$ cat config.mk
export PLATFORM = sky130hd
export DESIGN_NAME = speaker_layout_mixer_unit_flat
export DESIGN_NICKNAME = d
export VERILOG_FILES = /design/src/slm_pkg.sv /design/src/slm_in_if.sv /design/src/slm_out_if.sv /design/src/slm_cfg_if.sv /design/src/speaker_layout_mixer_unit.sv /design/src/slm_mix_lane.sv /design/src/flat_wrapper.sv
export VERILOG_INCLUDE_DIRS = /design/src /design/src/src
export SDC_FILE = /design/constraint.sdc
export NUM_CORES = 2
export LEC_CHECK = 0
export BUFFER_PORTS_ARGS = -buffer_cell sky130_fd_sc_hd__buf_2
export CAP_MARGIN = 20
export CORE_ASPECT_RATIO = 1.25
export CORE_MARGIN = 3
export CORE_UTILIZATION = 34
export CTS_CLUSTER_SIZE = 8
export DETAILED_ROUTE_END_ITERATION = 8
export PLACE_DENSITY = 0.49
export SYNTH_ARGS = -nofsm -noshare
export SYNTH_HDL_FRONTEND = slang
export SYNTH_SLANG_ARGS = --single-unit
$ cat constraint.sdc
create_clock -name clk -period 25.5 [get_ports clk]
set_input_delay 2.55 -clock clk [delete_from_list [all_inputs] [get_ports clk]]
set_output_delay 2.55 -clock clk [all_outputs]
set_load 0.005 [all_outputs]
$ cat src/speaker_layout_mixer_unit_assert.svh
// assertion macros shared by the speaker layout mixer rtl
// expects signals named clk and rst_n in the including module
`ifndef SPEAKER_LAYOUT_MIXER_UNIT_ASSERT_SVH
`define SPEAKER_LAYOUT_MIXER_UNIT_ASSERT_SVH
`ifndef ASSERT_OFF
`define SLM_ASSERT_IMPLY(label, cond, prop) \
    label: assert property (@(posedge clk) disable iff (!rst_n) (cond) |-> (prop)) \
        else $error("slm assertion failed");
`define SLM_ASSERT_NEXT(label, cond, prop) \
    label: assert property (@(posedge clk) disable iff (!rst_n) (cond) |=> (prop)) \
        else $error("slm assertion failed");
`else
`define SLM_ASSERT_IMPLY(label, cond, prop)
`define SLM_ASSERT_NEXT(label, cond, prop)
`endif
`endif

$ cat src/slm_pkg.sv
// shared types, constants and weight table for the speaker layout mixer
// no dependencies
package slm_pkg;

    localparam int MAX_CHANNELS = 6;
    localparam int SAMPLE_BITS  = 24;
    localparam int CNT_W        = 3;
    localparam int CFG_INDEX_W  = 2;
    localparam int FRAC_BITS    = 16;
    localparam int WEIGHT_W     = 17;
    localparam int PROD_W       = SAMPLE_BITS + WEIGHT_W + 1;
    localparam int SUM_W        = SAMPLE_BITS + FRAC_BITS + 4;
    localparam int HALF_LANES   = MAX_CHANNELS / 2;

    typedef logic signed [SAMPLE_BITS-1:0] sample_t;
    typedef logic signed [PROD_W-1:0]      prod_t;
    typedef logic signed [SUM_W-1:0]       sum_t;
    typedef logic [CNT_W-1:0]              count_t;
    typedef logic [CFG_INDEX_W-1:0]        cfg_index_t;

    // register indexes on the configuration channel
    localparam cfg_index_t CFG_SOURCE_CHANNELS = cfg_index_t'(0);
    localparam cfg_index_t CFG_DEST_CHANNELS   = cfg_index_t'(1);
    localparam count_t     CNT_RESET           = count_t'(2);

    // sqrt(1/2) in q0.16, with a zero sign bit for signed multiply
    localparam logic signed [WEIGHT_W:0] RHALF_S = (WEIGHT_W+1)'(46341);
    localparam sum_t ROUND_HALF = sum_t'(1) <<< (FRAC_BITS - 1);
    localparam sample_t SAT_HI = {1'b0, {(SAMPLE_BITS-1){1'b1}}};
    localparam sample_t SAT_LO = {1'b1, {(SAMPLE_BITS-1){1'b0}}};

    typedef enum logic [2:0] {
        W_ZERO,
        W_QUARTER,
        W_HALF,
        W_RHALF,
        W_ONE
    } weight_t;

    typedef struct packed {
        logic en_c;
        logic en_d;
    } slm_ctl_t;

    // zero counts as mono, anything above the lane count as full layout
    function automatic count_t clamp_count(input count_t v);
        count_t r;
        r = v;
        if (v == count_t'(0))
            r = count_t'(1);
        else if (int'(v) > MAX_CHANNELS)
            r = count_t'(MAX_CHANNELS);
        return r;
    endfunction

    // weight of source channel j into destination channel i
    function automatic weight_t weight_code(input count_t s, input count_t d,
                                            input int i, input int j);
        weight_t w;
        count_t  n;
        w = W_ZERO;
        n = (s < d) ? s : d;
        case ({s, d})
            {3'd1, 3'd2}, {3'd1, 3'd4}:
            begin
                if (j == 0 && (i == 0 || i == 1)) w = W_ONE;
            end
            {3'd1, 3'd6}:
            begin
                if (i == 2 && j == 0) w = W_ONE;
            end
            {3'd2, 3'd4}, {3'd2, 3'd6}:
            begin
                if (i == j && i < 2) w = W_ONE;
            end
            {3'd4, 3'd6}:
            begin
                if ((i == 0 && j == 0) || (i == 1 && j == 1) ||
                    (i == 4 && j == 2) || (i == 5 && j == 3)) w = W_ONE;
            end
            {3'd2, 3'd1}:
            begin
                if (i == 0 && j < 2) w = W_HALF;
            end
            {3'd4, 3'd1}:
            begin
                if (i == 0 && j < 4) w = W_QUARTER;
            end
            {3'd6, 3'd1}:
            begin
                if (i == 0) begin
                    if (j == 0 || j == 1) w = W_RHALF;
                    else if (j == 2) w = W_ONE;
                    else if (j == 4 || j == 5) w = W_HALF;
                end
            end
            {3'd4, 3'd2}:
            begin
                if ((i == 0 && (j == 0 || j == 2)) || (i == 1 && (j == 1 || j == 3)))
                    w = W_HALF;
            end
            {3'd6, 3'd2}:
            begin
                if (i == 0) begin
                    if (j == 0) w = W_ONE;
                    else if (j == 2 || j == 4) w = W_RHALF;
                end else if (i == 1) begin
                    if (j == 1) w = W_ONE;
                    else if (j == 2 || j == 5) w = W_RHALF;
                end
            end
            {3'd6, 3'd4}:
            begin
                if (i == 0) begin
                    if (j == 0) w = W_ONE;
                    else if (j == 2) w = W_RHALF;
                end else if (i == 1) begin
                    if (j == 1) w = W_ONE;
                    else if (j == 2) w = W_RHALF;
                end else if (i == 2 && j == 4) w = W_ONE;
                else if (i == 3 && j == 5) w = W_ONE;
            end
            default:
            begin
                // equal counts and pairs without a speaker rule
                if (i == j && i < int'(n)) w = W_ONE;
            end
        endcase
        return w;
    endfunction

endpackage

$ cat src/slm_in_if.sv
// frame input channel: six source and six destination samples
// depends on slm_pkg
interface slm_in_if;
    import slm_pkg::*;

    logic    valid;
    logic    ready;
    sample_t src_0, src_1, src_2, src_3, src_4, src_5;
    sample_t acc_0, acc_1, acc_2, acc_3, acc_4, acc_5;

    modport source (output valid, src_0, src_1, src_2, src_3, src_4, src_5,
                    acc_0, acc_1, acc_2, acc_3, acc_4, acc_5, input ready);
    modport sink   (input valid, src_0, src_1, src_2, src_3, src_4, src_5,
                    acc_0, acc_1, acc_2, acc_3, acc_4, acc_5, output ready);
endinterface

$ cat src/slm_out_if.sv
// mixed frame output channel with clip flag
// depends on slm_pkg
interface slm_out_if;
    import slm_pkg::*;

    logic    valid;
    logic    ready;
    sample_t mix_0, mix_1, mix_2, mix_3, mix_4, mix_5;
    logic    clipped;

    modport source (output valid, mix_0, mix_1, mix_2, mix_3, mix_4, mix_5,
                    clipped, input ready);
    modport sink   (input valid, mix_0, mix_1, mix_2, mix_3, mix_4, mix_5,
                    clipped, output ready);
endinterface

$ cat src/slm_cfg_if.sv
// configuration write channel: register index and write data
// depends on slm_pkg
interface slm_cfg_if;
    import slm_pkg::*;

    logic       valid;
    logic       ready;
    cfg_index_t index;
    count_t     data;

    modport source (output valid, index, data, input ready);
    modport sink   (input valid, index, data, output ready);
endinterface

$ cat src/speaker_layout_mixer_unit.sv
// speaker layout mixer top level: config registers, pipeline control, lanes
// depends on slm_pkg, slm_in_if, slm_out_if, slm_cfg_if, slm_mix_lane
//
// usage:
//   frames carries one audio frame per transfer: six source samples src_*
//   and six destination samples acc_*, signed q1.23. mixes returns one
//   mixed frame per input frame, in order, with a clip flag that is set when
//   any active destination channel saturated. cfg writes source_channels
//   (index 0) and dest_channels (index 1); it is always ready, and writes
//   belong to times when no frame is in flight. other indexes are ignored.
// timing:
//   four register stages (capture, sqrt(1/2) multiply, partial sums,
//   round and saturate): a frame passes through them in that order before
//   it shows on mixes. one frame per cycle is sustained while mixes is
//   ready; the only multiplier is one 24x18 product per source channel in
//   the second stage.
// reset and stall:
//   reset empties the pipeline and sets both channel counts to stereo.
//   when mixes is stalled, frames keep flowing into empty stages until the
//   pipeline is full; then frames.ready drops. nothing is lost or repeated.
module speaker_layout_mixer_unit (
    input logic        clk,
    input logic        rst_n,
    slm_in_if.sink     frames,
    slm_out_if.source  mixes,
    slm_cfg_if.sink    cfg
);
    import slm_pkg::*;

    `include "speaker_layout_mixer_unit_assert.svh"

    count_t    src_cnt_reg;
    count_t    dst_cnt_reg;
    count_t    s_eff;
    count_t    d_eff;
    weight_t   codes [MAX_CHANNELS][MAX_CHANNELS];

    logic      v_a_reg, v_b_reg, v_c_reg, v_d_reg;
    logic      en_a, en_b;
    slm_ctl_t  ctl;

    sample_t   in_src [MAX_CHANNELS];
    sample_t   in_acc [MAX_CHANNELS];
    sample_t   src_a_reg [MAX_CHANNELS];
    sample_t   acc_a_reg [MAX_CHANNELS];
    sample_t   src_b_reg [MAX_CHANNELS];
    sample_t   acc_b_reg [MAX_CHANNELS];
    prod_t     prod_b_reg [MAX_CHANNELS];
    sample_t   mix [MAX_CHANNELS];
    logic      clip [MAX_CHANNELS];
    logic      clip_any;

    logic      in_xfer;
    logic      out_xfer;
    logic [2:0] occupancy;
    logic      rail_hit;

    // configuration register writes
    assign cfg.ready = 1'b1;

    always_ff @(posedge clk or negedge rst_n)
    begin
        if (!rst_n) begin
            src_cnt_reg <= CNT_RESET;
            dst_cnt_reg <= CNT_RESET;
        end else if (cfg.valid && cfg.ready) begin
            case (cfg.index)
                CFG_SOURCE_CHANNELS: src_cnt_reg <= cfg.data;
                CFG_DEST_CHANNELS:   dst_cnt_reg <= cfg.data;
                default:             ;
            endcase
        end
    end

    // weight selection; the user must keep the counts stable while frames are in flight, the block does not enforce it
    assign s_eff = clamp_count(src_cnt_reg);
    assign d_eff = clamp_count(dst_cnt_reg);

    always_comb
    begin
        for (int i = 0; i < MAX_CHANNELS; i++)
            for (int j = 0; j < MAX_CHANNELS; j++)
                codes[i][j] = weight_code(s_eff, d_eff, i, j);
    end

    // stage enables: a stage moves when its successor is empty or moving
    assign ctl.en_d   = !v_d_reg || mixes.ready;
    assign ctl.en_c   = !v_c_reg || ctl.en_d;
    assign en_b       = !v_b_reg || ctl.en_c;
    assign en_a       = !v_a_reg || en_b;
    assign frames.ready = en_a;

    always_ff @(posedge clk or negedge rst_n)
    begin
        if (!rst_n) begin
            v_a_reg <= 1'b0;
            v_b_reg <= 1'b0;
            v_c_reg <= 1'b0;
            v_d_reg <= 1'b0;
        end else begin
            if (en_a)     v_a_reg <= frames.valid;
            if (en_b)     v_b_reg <= v_a_reg;
            if (ctl.en_c) v_c_reg <= v_b_reg;
            if (ctl.en_d) v_d_reg <= v_c_reg;
        end
    end

    // input payload as arrays
    assign in_src[0] = frames.src_0;
    assign in_src[1] = frames.src_1;
    assign in_src[2] = frames.src_2;
    assign in_src[3] = frames.src_3;
    assign in_src[4] = frames.src_4;
    assign in_src[5] = frames.src_5;
    assign in_acc[0] = frames.acc_0;
    assign in_acc[1] = frames.acc_1;
    assign in_acc[2] = frames.acc_2;
    assign in_acc[3] = frames.acc_3;
    assign in_acc[4] = frames.acc_4;
    assign in_acc[5] = frames.acc_5;

    // stage a: capture, unused source channels forced to zero
    always_ff @(posedge clk)
    begin
        if (en_a) begin
            for (int j = 0; j < MAX_CHANNELS; j++) begin
                src_a_reg[j] <= (j < int'(s_eff)) ? in_src[j] : '0;
                acc_a_reg[j] <= in_acc[j];
            end
        end
    end

    // stage b: sqrt(1/2) products
    always_ff @(posedge clk)
    begin
        if (en_b) begin
            for (int j = 0; j < MAX_CHANNELS; j++) begin
                prod_b_reg[j] <= src_a_reg[j] * RHALF_S;
                src_b_reg[j]  <= src_a_reg[j];
                acc_b_reg[j]  <= acc_a_reg[j];
            end
        end
    end

    // stages c and d: one lane per destination channel
    for (genvar i = 0; i < MAX_CHANNELS; i++) begin : g_lane
        slm_mix_lane u_lane (
            .clk    (clk),
            .ctl    (ctl),
            .src    (src_b_reg),
            .prod   (prod_b_reg),
            .codes  (codes[i]),
            .acc    (acc_b_reg[i]),
            .active (i < int'(d_eff)),
            .mix    (mix[i]),
            .clip   (clip[i])
        );
    end

    always_comb
    begin
        clip_any = 1'b0;
        for (int i = 0; i < MAX_CHANNELS; i++)
            clip_any = clip_any | clip[i];
    end

    // output payload
    assign mixes.valid   = v_d_reg;
    assign mixes.mix_0   = mix[0];
    assign mixes.mix_1   = mix[1];
    assign mixes.mix_2   = mix[2];
    assign mixes.mix_3   = mix[3];
    assign mixes.mix_4   = mix[4];
    assign mixes.mix_5   = mix[5];
    assign mixes.clipped = clip_any;

    // helpers for the checks below
    assign in_xfer   = frames.valid && frames.ready;
    assign out_xfer  = mixes.valid && mixes.ready;
    assign occupancy = 3'(v_a_reg) + 3'(v_b_reg) + 3'(v_c_reg) + 3'(v_d_reg);

    always_comb
    begin
        rail_hit = 1'b0;
        for (int i = 0; i < MAX_CHANNELS; i++)
            rail_hit = rail_hit | (mix[i] == SAT_HI) | (mix[i] == SAT_LO);
    end

    // input is refused only when the capture stage holds a frame
    `SLM_ASSERT_IMPLY(a_ready_full, !frames.ready, v_a_reg)

    // a frame in without a frame out adds exactly one to the occupancy
    `SLM_ASSERT_NEXT(a_occupancy, in_xfer && !out_xfer, occupancy == $past(occupancy) + 3'd1)

    // a clip flag comes with at least one rail value
    `SLM_ASSERT_IMPLY(a_clip_rail, mixes.valid && mixes.clipped, rail_hit)

endmodule

$ cat src/slm_mix_lane.sv
// one destination channel: weighted sum, rounding and saturation (stages c, d)
// depends on slm_pkg
module slm_mix_lane (
    input  logic               clk,
    input  slm_pkg::slm_ctl_t  ctl,
    input  slm_pkg::sample_t   src   [slm_pkg::MAX_CHANNELS],
    input  slm_pkg::prod_t     prod  [slm_pkg::MAX_CHANNELS],
    input  slm_pkg::weight_t   codes [slm_pkg::MAX_CHANNELS],
    input  slm_pkg::sample_t   acc,
    input  logic               active,
    output slm_pkg::sample_t   mix,
    output logic               clip
);
    import slm_pkg::*;

    sum_t    term [MAX_CHANNELS];
    sum_t    part0_reg, part0_next;
    sum_t    part1_reg, part1_next;
    sample_t acc_reg;
    logic    active_reg;
    sample_t mix_reg, mix_next;
    logic    clip_reg, clip_next;
    sum_t    total;
    sum_t    quot;

    // weighted terms: shifts for the power-of-two weights
    always_comb
    begin
        for (int j = 0; j < MAX_CHANNELS; j++) begin
            case (codes[j])
                W_ZERO:    term[j] = '0;
                W_QUARTER: term[j] = sum_t'(src[j]) <<< (FRAC_BITS - 2);
                W_HALF:    term[j] = sum_t'(src[j]) <<< (FRAC_BITS - 1);
                W_RHALF:   term[j] = sum_t'(prod[j]);
                W_ONE:     term[j] = sum_t'(src[j]) <<< FRAC_BITS;
                default:   term[j] = '0;
            endcase
        end
    end

    // stage c: two partial sums
    always_comb
    begin
        part0_next = sum_t'(acc) <<< FRAC_BITS;
        part1_next = '0;
        for (int j = 0; j < MAX_CHANNELS; j++) begin
            if (j < HALF_LANES)
                part0_next = part0_next + term[j];
            else
                part1_next = part1_next + term[j];
        end
    end

    always_ff @(posedge clk)
    begin
        if (ctl.en_c) begin
            part0_reg  <= part0_next;
            part1_reg  <= part1_next;
            acc_reg    <= acc;
            active_reg <= active;
        end
    end

    // stage d: round half up, floor shift, saturate; inactive channels pass acc through
    always_comb
    begin
        total     = part0_reg + part1_reg + ROUND_HALF;
        quot      = total >>> FRAC_BITS;
        mix_next  = acc_reg;
        clip_next = 1'b0;
        if (active_reg) begin
            if (quot > sum_t'(SAT_HI)) begin
                mix_next  = SAT_HI;
                clip_next = 1'b1;
            end else if (quot < sum_t'(SAT_LO)) begin
                mix_next  = SAT_LO;
                clip_next = 1'b1;
            end else begin
                mix_next  = quot[SAMPLE_BITS-1:0];
            end
        end
    end

    always_ff @(posedge clk)
    begin
        if (ctl.en_d) begin
            mix_reg  <= mix_next;
            clip_reg <= clip_next;
        end
    end

    assign mix  = mix_reg;
    assign clip = clip_reg;

endmodule

$ cat src/flat_wrapper.sv
// flat-port wrapper written by rule: the top's interface ports become plain ports
module speaker_layout_mixer_unit_flat import slm_pkg::*;
  (clk, rst_n, frames_valid, frames_src_0, frames_src_1, frames_src_2, frames_src_3, frames_src_4, frames_src_5, frames_acc_0, frames_acc_1, frames_acc_2, frames_acc_3, frames_acc_4, frames_acc_5, frames_ready, mixes_valid, mixes_mix_0, mixes_mix_1, mixes_mix_2, mixes_mix_3, mixes_mix_4, mixes_mix_5, mixes_clipped, mixes_ready, cfg_valid, cfg_index, cfg_data, cfg_ready);
  slm_in_if frames_i ();
  slm_out_if mixes_i ();
  slm_cfg_if cfg_i ();
  input logic clk;
  input logic rst_n;
  input wire logic [$bits(frames_i.valid)-1:0] frames_valid;
  input wire logic [$bits(frames_i.src_0)-1:0] frames_src_0;
  input wire logic [$bits(frames_i.src_1)-1:0] frames_src_1;
  input wire logic [$bits(frames_i.src_2)-1:0] frames_src_2;
  input wire logic [$bits(frames_i.src_3)-1:0] frames_src_3;
  input wire logic [$bits(frames_i.src_4)-1:0] frames_src_4;
  input wire logic [$bits(frames_i.src_5)-1:0] frames_src_5;
  input wire logic [$bits(frames_i.acc_0)-1:0] frames_acc_0;
  input wire logic [$bits(frames_i.acc_1)-1:0] frames_acc_1;
  input wire logic [$bits(frames_i.acc_2)-1:0] frames_acc_2;
  input wire logic [$bits(frames_i.acc_3)-1:0] frames_acc_3;
  input wire logic [$bits(frames_i.acc_4)-1:0] frames_acc_4;
  input wire logic [$bits(frames_i.acc_5)-1:0] frames_acc_5;
  output wire logic [$bits(frames_i.ready)-1:0] frames_ready;
  output wire logic [$bits(mixes_i.valid)-1:0] mixes_valid;
  output wire logic [$bits(mixes_i.mix_0)-1:0] mixes_mix_0;
  output wire logic [$bits(mixes_i.mix_1)-1:0] mixes_mix_1;
  output wire logic [$bits(mixes_i.mix_2)-1:0] mixes_mix_2;
  output wire logic [$bits(mixes_i.mix_3)-1:0] mixes_mix_3;
  output wire logic [$bits(mixes_i.mix_4)-1:0] mixes_mix_4;
  output wire logic [$bits(mixes_i.mix_5)-1:0] mixes_mix_5;
  output wire logic [$bits(mixes_i.clipped)-1:0] mixes_clipped;
  input wire logic [$bits(mixes_i.ready)-1:0] mixes_ready;
  input wire logic [$bits(cfg_i.valid)-1:0] cfg_valid;
  input wire logic [$bits(cfg_i.index)-1:0] cfg_index;
  input wire logic [$bits(cfg_i.data)-1:0] cfg_data;
  output wire logic [$bits(cfg_i.ready)-1:0] cfg_ready;
  assign frames_i.valid = frames_valid;
  assign frames_i.src_0 = frames_src_0;
  assign frames_i.src_1 = frames_src_1;
  assign frames_i.src_2 = frames_src_2;
  assign frames_i.src_3 = frames_src_3;
  assign frames_i.src_4 = frames_src_4;
  assign frames_i.src_5 = frames_src_5;
  assign frames_i.acc_0 = frames_acc_0;
  assign frames_i.acc_1 = frames_acc_1;
  assign frames_i.acc_2 = frames_acc_2;
  assign frames_i.acc_3 = frames_acc_3;
  assign frames_i.acc_4 = frames_acc_4;
  assign frames_i.acc_5 = frames_acc_5;
  assign frames_ready = frames_i.ready;
  assign mixes_valid = mixes_i.valid;
  assign mixes_mix_0 = mixes_i.mix_0;
  assign mixes_mix_1 = mixes_i.mix_1;
  assign mixes_mix_2 = mixes_i.mix_2;
  assign mixes_mix_3 = mixes_i.mix_3;
  assign mixes_mix_4 = mixes_i.mix_4;
  assign mixes_mix_5 = mixes_i.mix_5;
  assign mixes_clipped = mixes_i.clipped;
  assign mixes_i.ready = mixes_ready;
  assign cfg_i.valid = cfg_valid;
  assign cfg_i.index = cfg_index;
  assign cfg_i.data = cfg_data;
  assign cfg_ready = cfg_i.ready;
  speaker_layout_mixer_unit u_core (.clk(clk), .rst_n(rst_n), .frames(frames_i), .mixes(mixes_i), .cfg(cfg_i));
endmodule
==> results_dict.tcl <==
set metrics [dict create \
    start_kind "flip-flop" \
    cp_max_fo 25 \
    required_ns 26.09 \
    synth_top_cell_by_area "edfxtp_1" \
    hp-start "u_core.src_a_reg[3][3]" \
    netlist.area_leader.share 0.391 \
    hold_depth 0 \
    die_height_um 636 \
    synthArstFlopShare 0.00706 \
    fin_skew_ns 0.0869 \
    synth-seq-cells 1417 \
    rows 230 \
    gp_congestion 0.934 \
    crit_family "compound AO/OA/AOI/OAI gates" \
    drive_gt1_frac 0.0822 \
    min_period_over_period 0.331 \
    grt-ovfl-total 0 \
    clk_pin_slew_worst_paths_ns 0.05 \
    vias 72100 \
    hold_buffers 0 \
    maxCapViolCount 0 \
    synthTopCellsByArea "edfxtp_1 (39%), ha_1 (16%), fa_1 (14%)" \
    cts_buffer_depth 4 \
    grt_max_degree 162 \
    holdWs_ns 0.393 \
    worstReg2RegStart "u_core.dst_cnt_reg[2]" \
    rsz0062_at_grt "false" \
    cts_root_buf "clkbuf_16" \
    path_depth 27 \
    end_kind "flip-flop" \
    synthCells 9516 \
    avgSynthCellArea_um2 11.4 \
    die_w_um 510 \
    reg2reg_depth 27 \
    setup-tns-final_ns 0 \
    ys_types 98 \
    wl_per_cell_um 24.2 \
    nets 12500 \
    min_period_ns 8.45 \
    slew-limit-headroom 0.175 \
    whs_endpoint "u_core.src_b_reg[51]" \
    die_area_um2 325000 \
    dr.pass1.iters 9 \
    dpl.hpwl_mm 278 \
    start_util 0.343 \
    cpMostUsedCell "a21oi_1" \
    tightest_slew_ns 1.22 \
    antenna_found_initial 41 \
    synth_area_um2 108000 \
    final_cells 14300 \
    yosysSeqAreaShare 0.393 \
    syn_to_final_growth_pct 12.1 \
    clk_latency_ns 0.92 \
    antenna_left 0 \
    finalSetupViolCount 0 \
    violations "design-rule violations" \
    fmax_mhz 118 \
    status "finished with violations" \
    crit_type "reg2reg" \
    largest_reg_flops 205 \
    arrival_ns 9.04 \
    synth_edf_count 1407 \
    path_buf_inv 4 \
    numCtsBuffers 205 \
    boundaryPins 446 \
    hold_class "reg2reg" \
    post-place-cells 14000 \
    cp_slowest_cell "nand2_1" \
    synth.cells.most_frequent "inv_1 (1650), edfxtp_1 (1407), ha_1 (1388)" \
    cts_setup_buffers 0 \
    track_usage 0.210 \
    wirelength_mm 345 \
    fin_util 0.384 \
    rrSetupSlack_ns 17.05 \
    synth_flop_cell "edfxtp_1" \
    yosysWarnings 0 \
    grt_pass1_vias 75000 \
    slew_viol_final 0 \
    clock_sinks 1417 \
    htreeDepth 4 \
    timing.final.hold_violations 0 \
    n_fill_cell 30700 \
    cts_tree "yes" \
    grt_pass1_wl_mm 501 \
    cts_resized 0 \
    drcViolationCount 48 \
    drt_iter0_markers 4940 \
    core-area_um2 315000 \
    io_buffers 444 \
    yosysMostFrequentCell "inv_1" \
    via_per_inst 5.04 \
    crit_path_max_incr_delay_ns 0.70 \
    reg2reg_to "u_core.g_lane[0].u_lane.part0_reg[42]" \
]
## placed cells by master, fill, tap and decap left out, types with 276 or more instances in the layout
| cell type | synthesis | routed |
|---|---|---|
| nand2_1 | 421 | 420 |
| edfxtp_1 | 1407 | 1407 |
| nor2_1 | 390 | 386 |
| inv_1 | 1650 | 1649 |
| and2_1 | 413 | 413 |
| fa_1 | 782 | 782 |
| buf_2 | 21 | 447 |
| xnor2_1 | 332 | 332 |
| ha_1 | 1388 | 1388 |
| a21oi_1 | 451 | 450 |
| o21ai_0 | 276 | 276 |
## worst max-delay path by stage
stage | from | to
after floorplan | mixes_ready | u_core.acc_b_reg[0][0]
after global placement | u_core.dst_cnt_reg[2] | u_core.g_lane[0].u_lane.part0_reg[42]
after detailed placement | u_core.src_cnt_reg[2] | u_core.g_lane[0].u_lane.part0_reg[42]
after CTS | u_core.src_cnt_reg[2] | u_core.g_lane[0].u_lane.part0_reg[42]
after global routing | u_core.dst_cnt_reg[2] | u_core.g_lane[0].u_lane.part0_reg[42]
final | u_core.dst_cnt_reg[2] | u_core.g_lane[0].u_lane.part0_reg[42]
## through the flow
stage          instance area, um^2  worst slack (ns)
6_report                    121000             17.05
2_1_floorplan               108000              7.40
4_1_cts                     121000             17.04
5_1_grt                     121000             16.42
3_5_place_dp                115000             17.11
3_3_place_gp                115000             17.10
## area by class of cell
class,instances,area (um^2),area share
Timing Repair Buffer,512,2810,0.0232
Sequential cell,1417,42500,0.351
Inverter,1651,6200,0.0512
Multi-Input combinational cell,6250,58600,0.484
Antenna cell,32,80.1,0.000661
Clock inverter,23,340,0.00281
Tap cell,4176,5230,0.0431
Clock buffer,236,5300,0.0438
## layer usage
layer  track usage  routed length, um  vias up
met4         0.120              23400       10
met5             0                 71        -
met1         0.257             140000    35800
met2         0.356             167000     1742
met3        0.0242              14300      563
li1              -                  -    34000
## cell families after synthesis
kind of cell / synth area share
adders and majority gates: 0.306
buffers and inverters: 0.0647
xor gates and xnor gates: 0.0394
and+or+nand+nor: 0.0861
muxes: 0.00145
AOI/OAI and AO/OA: 0.109
other: 0.0000347
DFF: 0.393
## worst reg2reg max path, delay by kind of cell, from the launching register on
kind / cells / cell delay (ns)
muxes: 1 / 0.41
buffers and inverters: 4 / 0.54
AOI/OAI and AO/OA: 14 / 3.78
DFF: 1 / 0.56
and+or+nand+nor: 4 / 1.19
adders and majority gates: 4 / 1.71
Power is left out: the tool's default activity adds up to more than one toggle a clock period on the data nets, which glitch-free logic cannot reach.
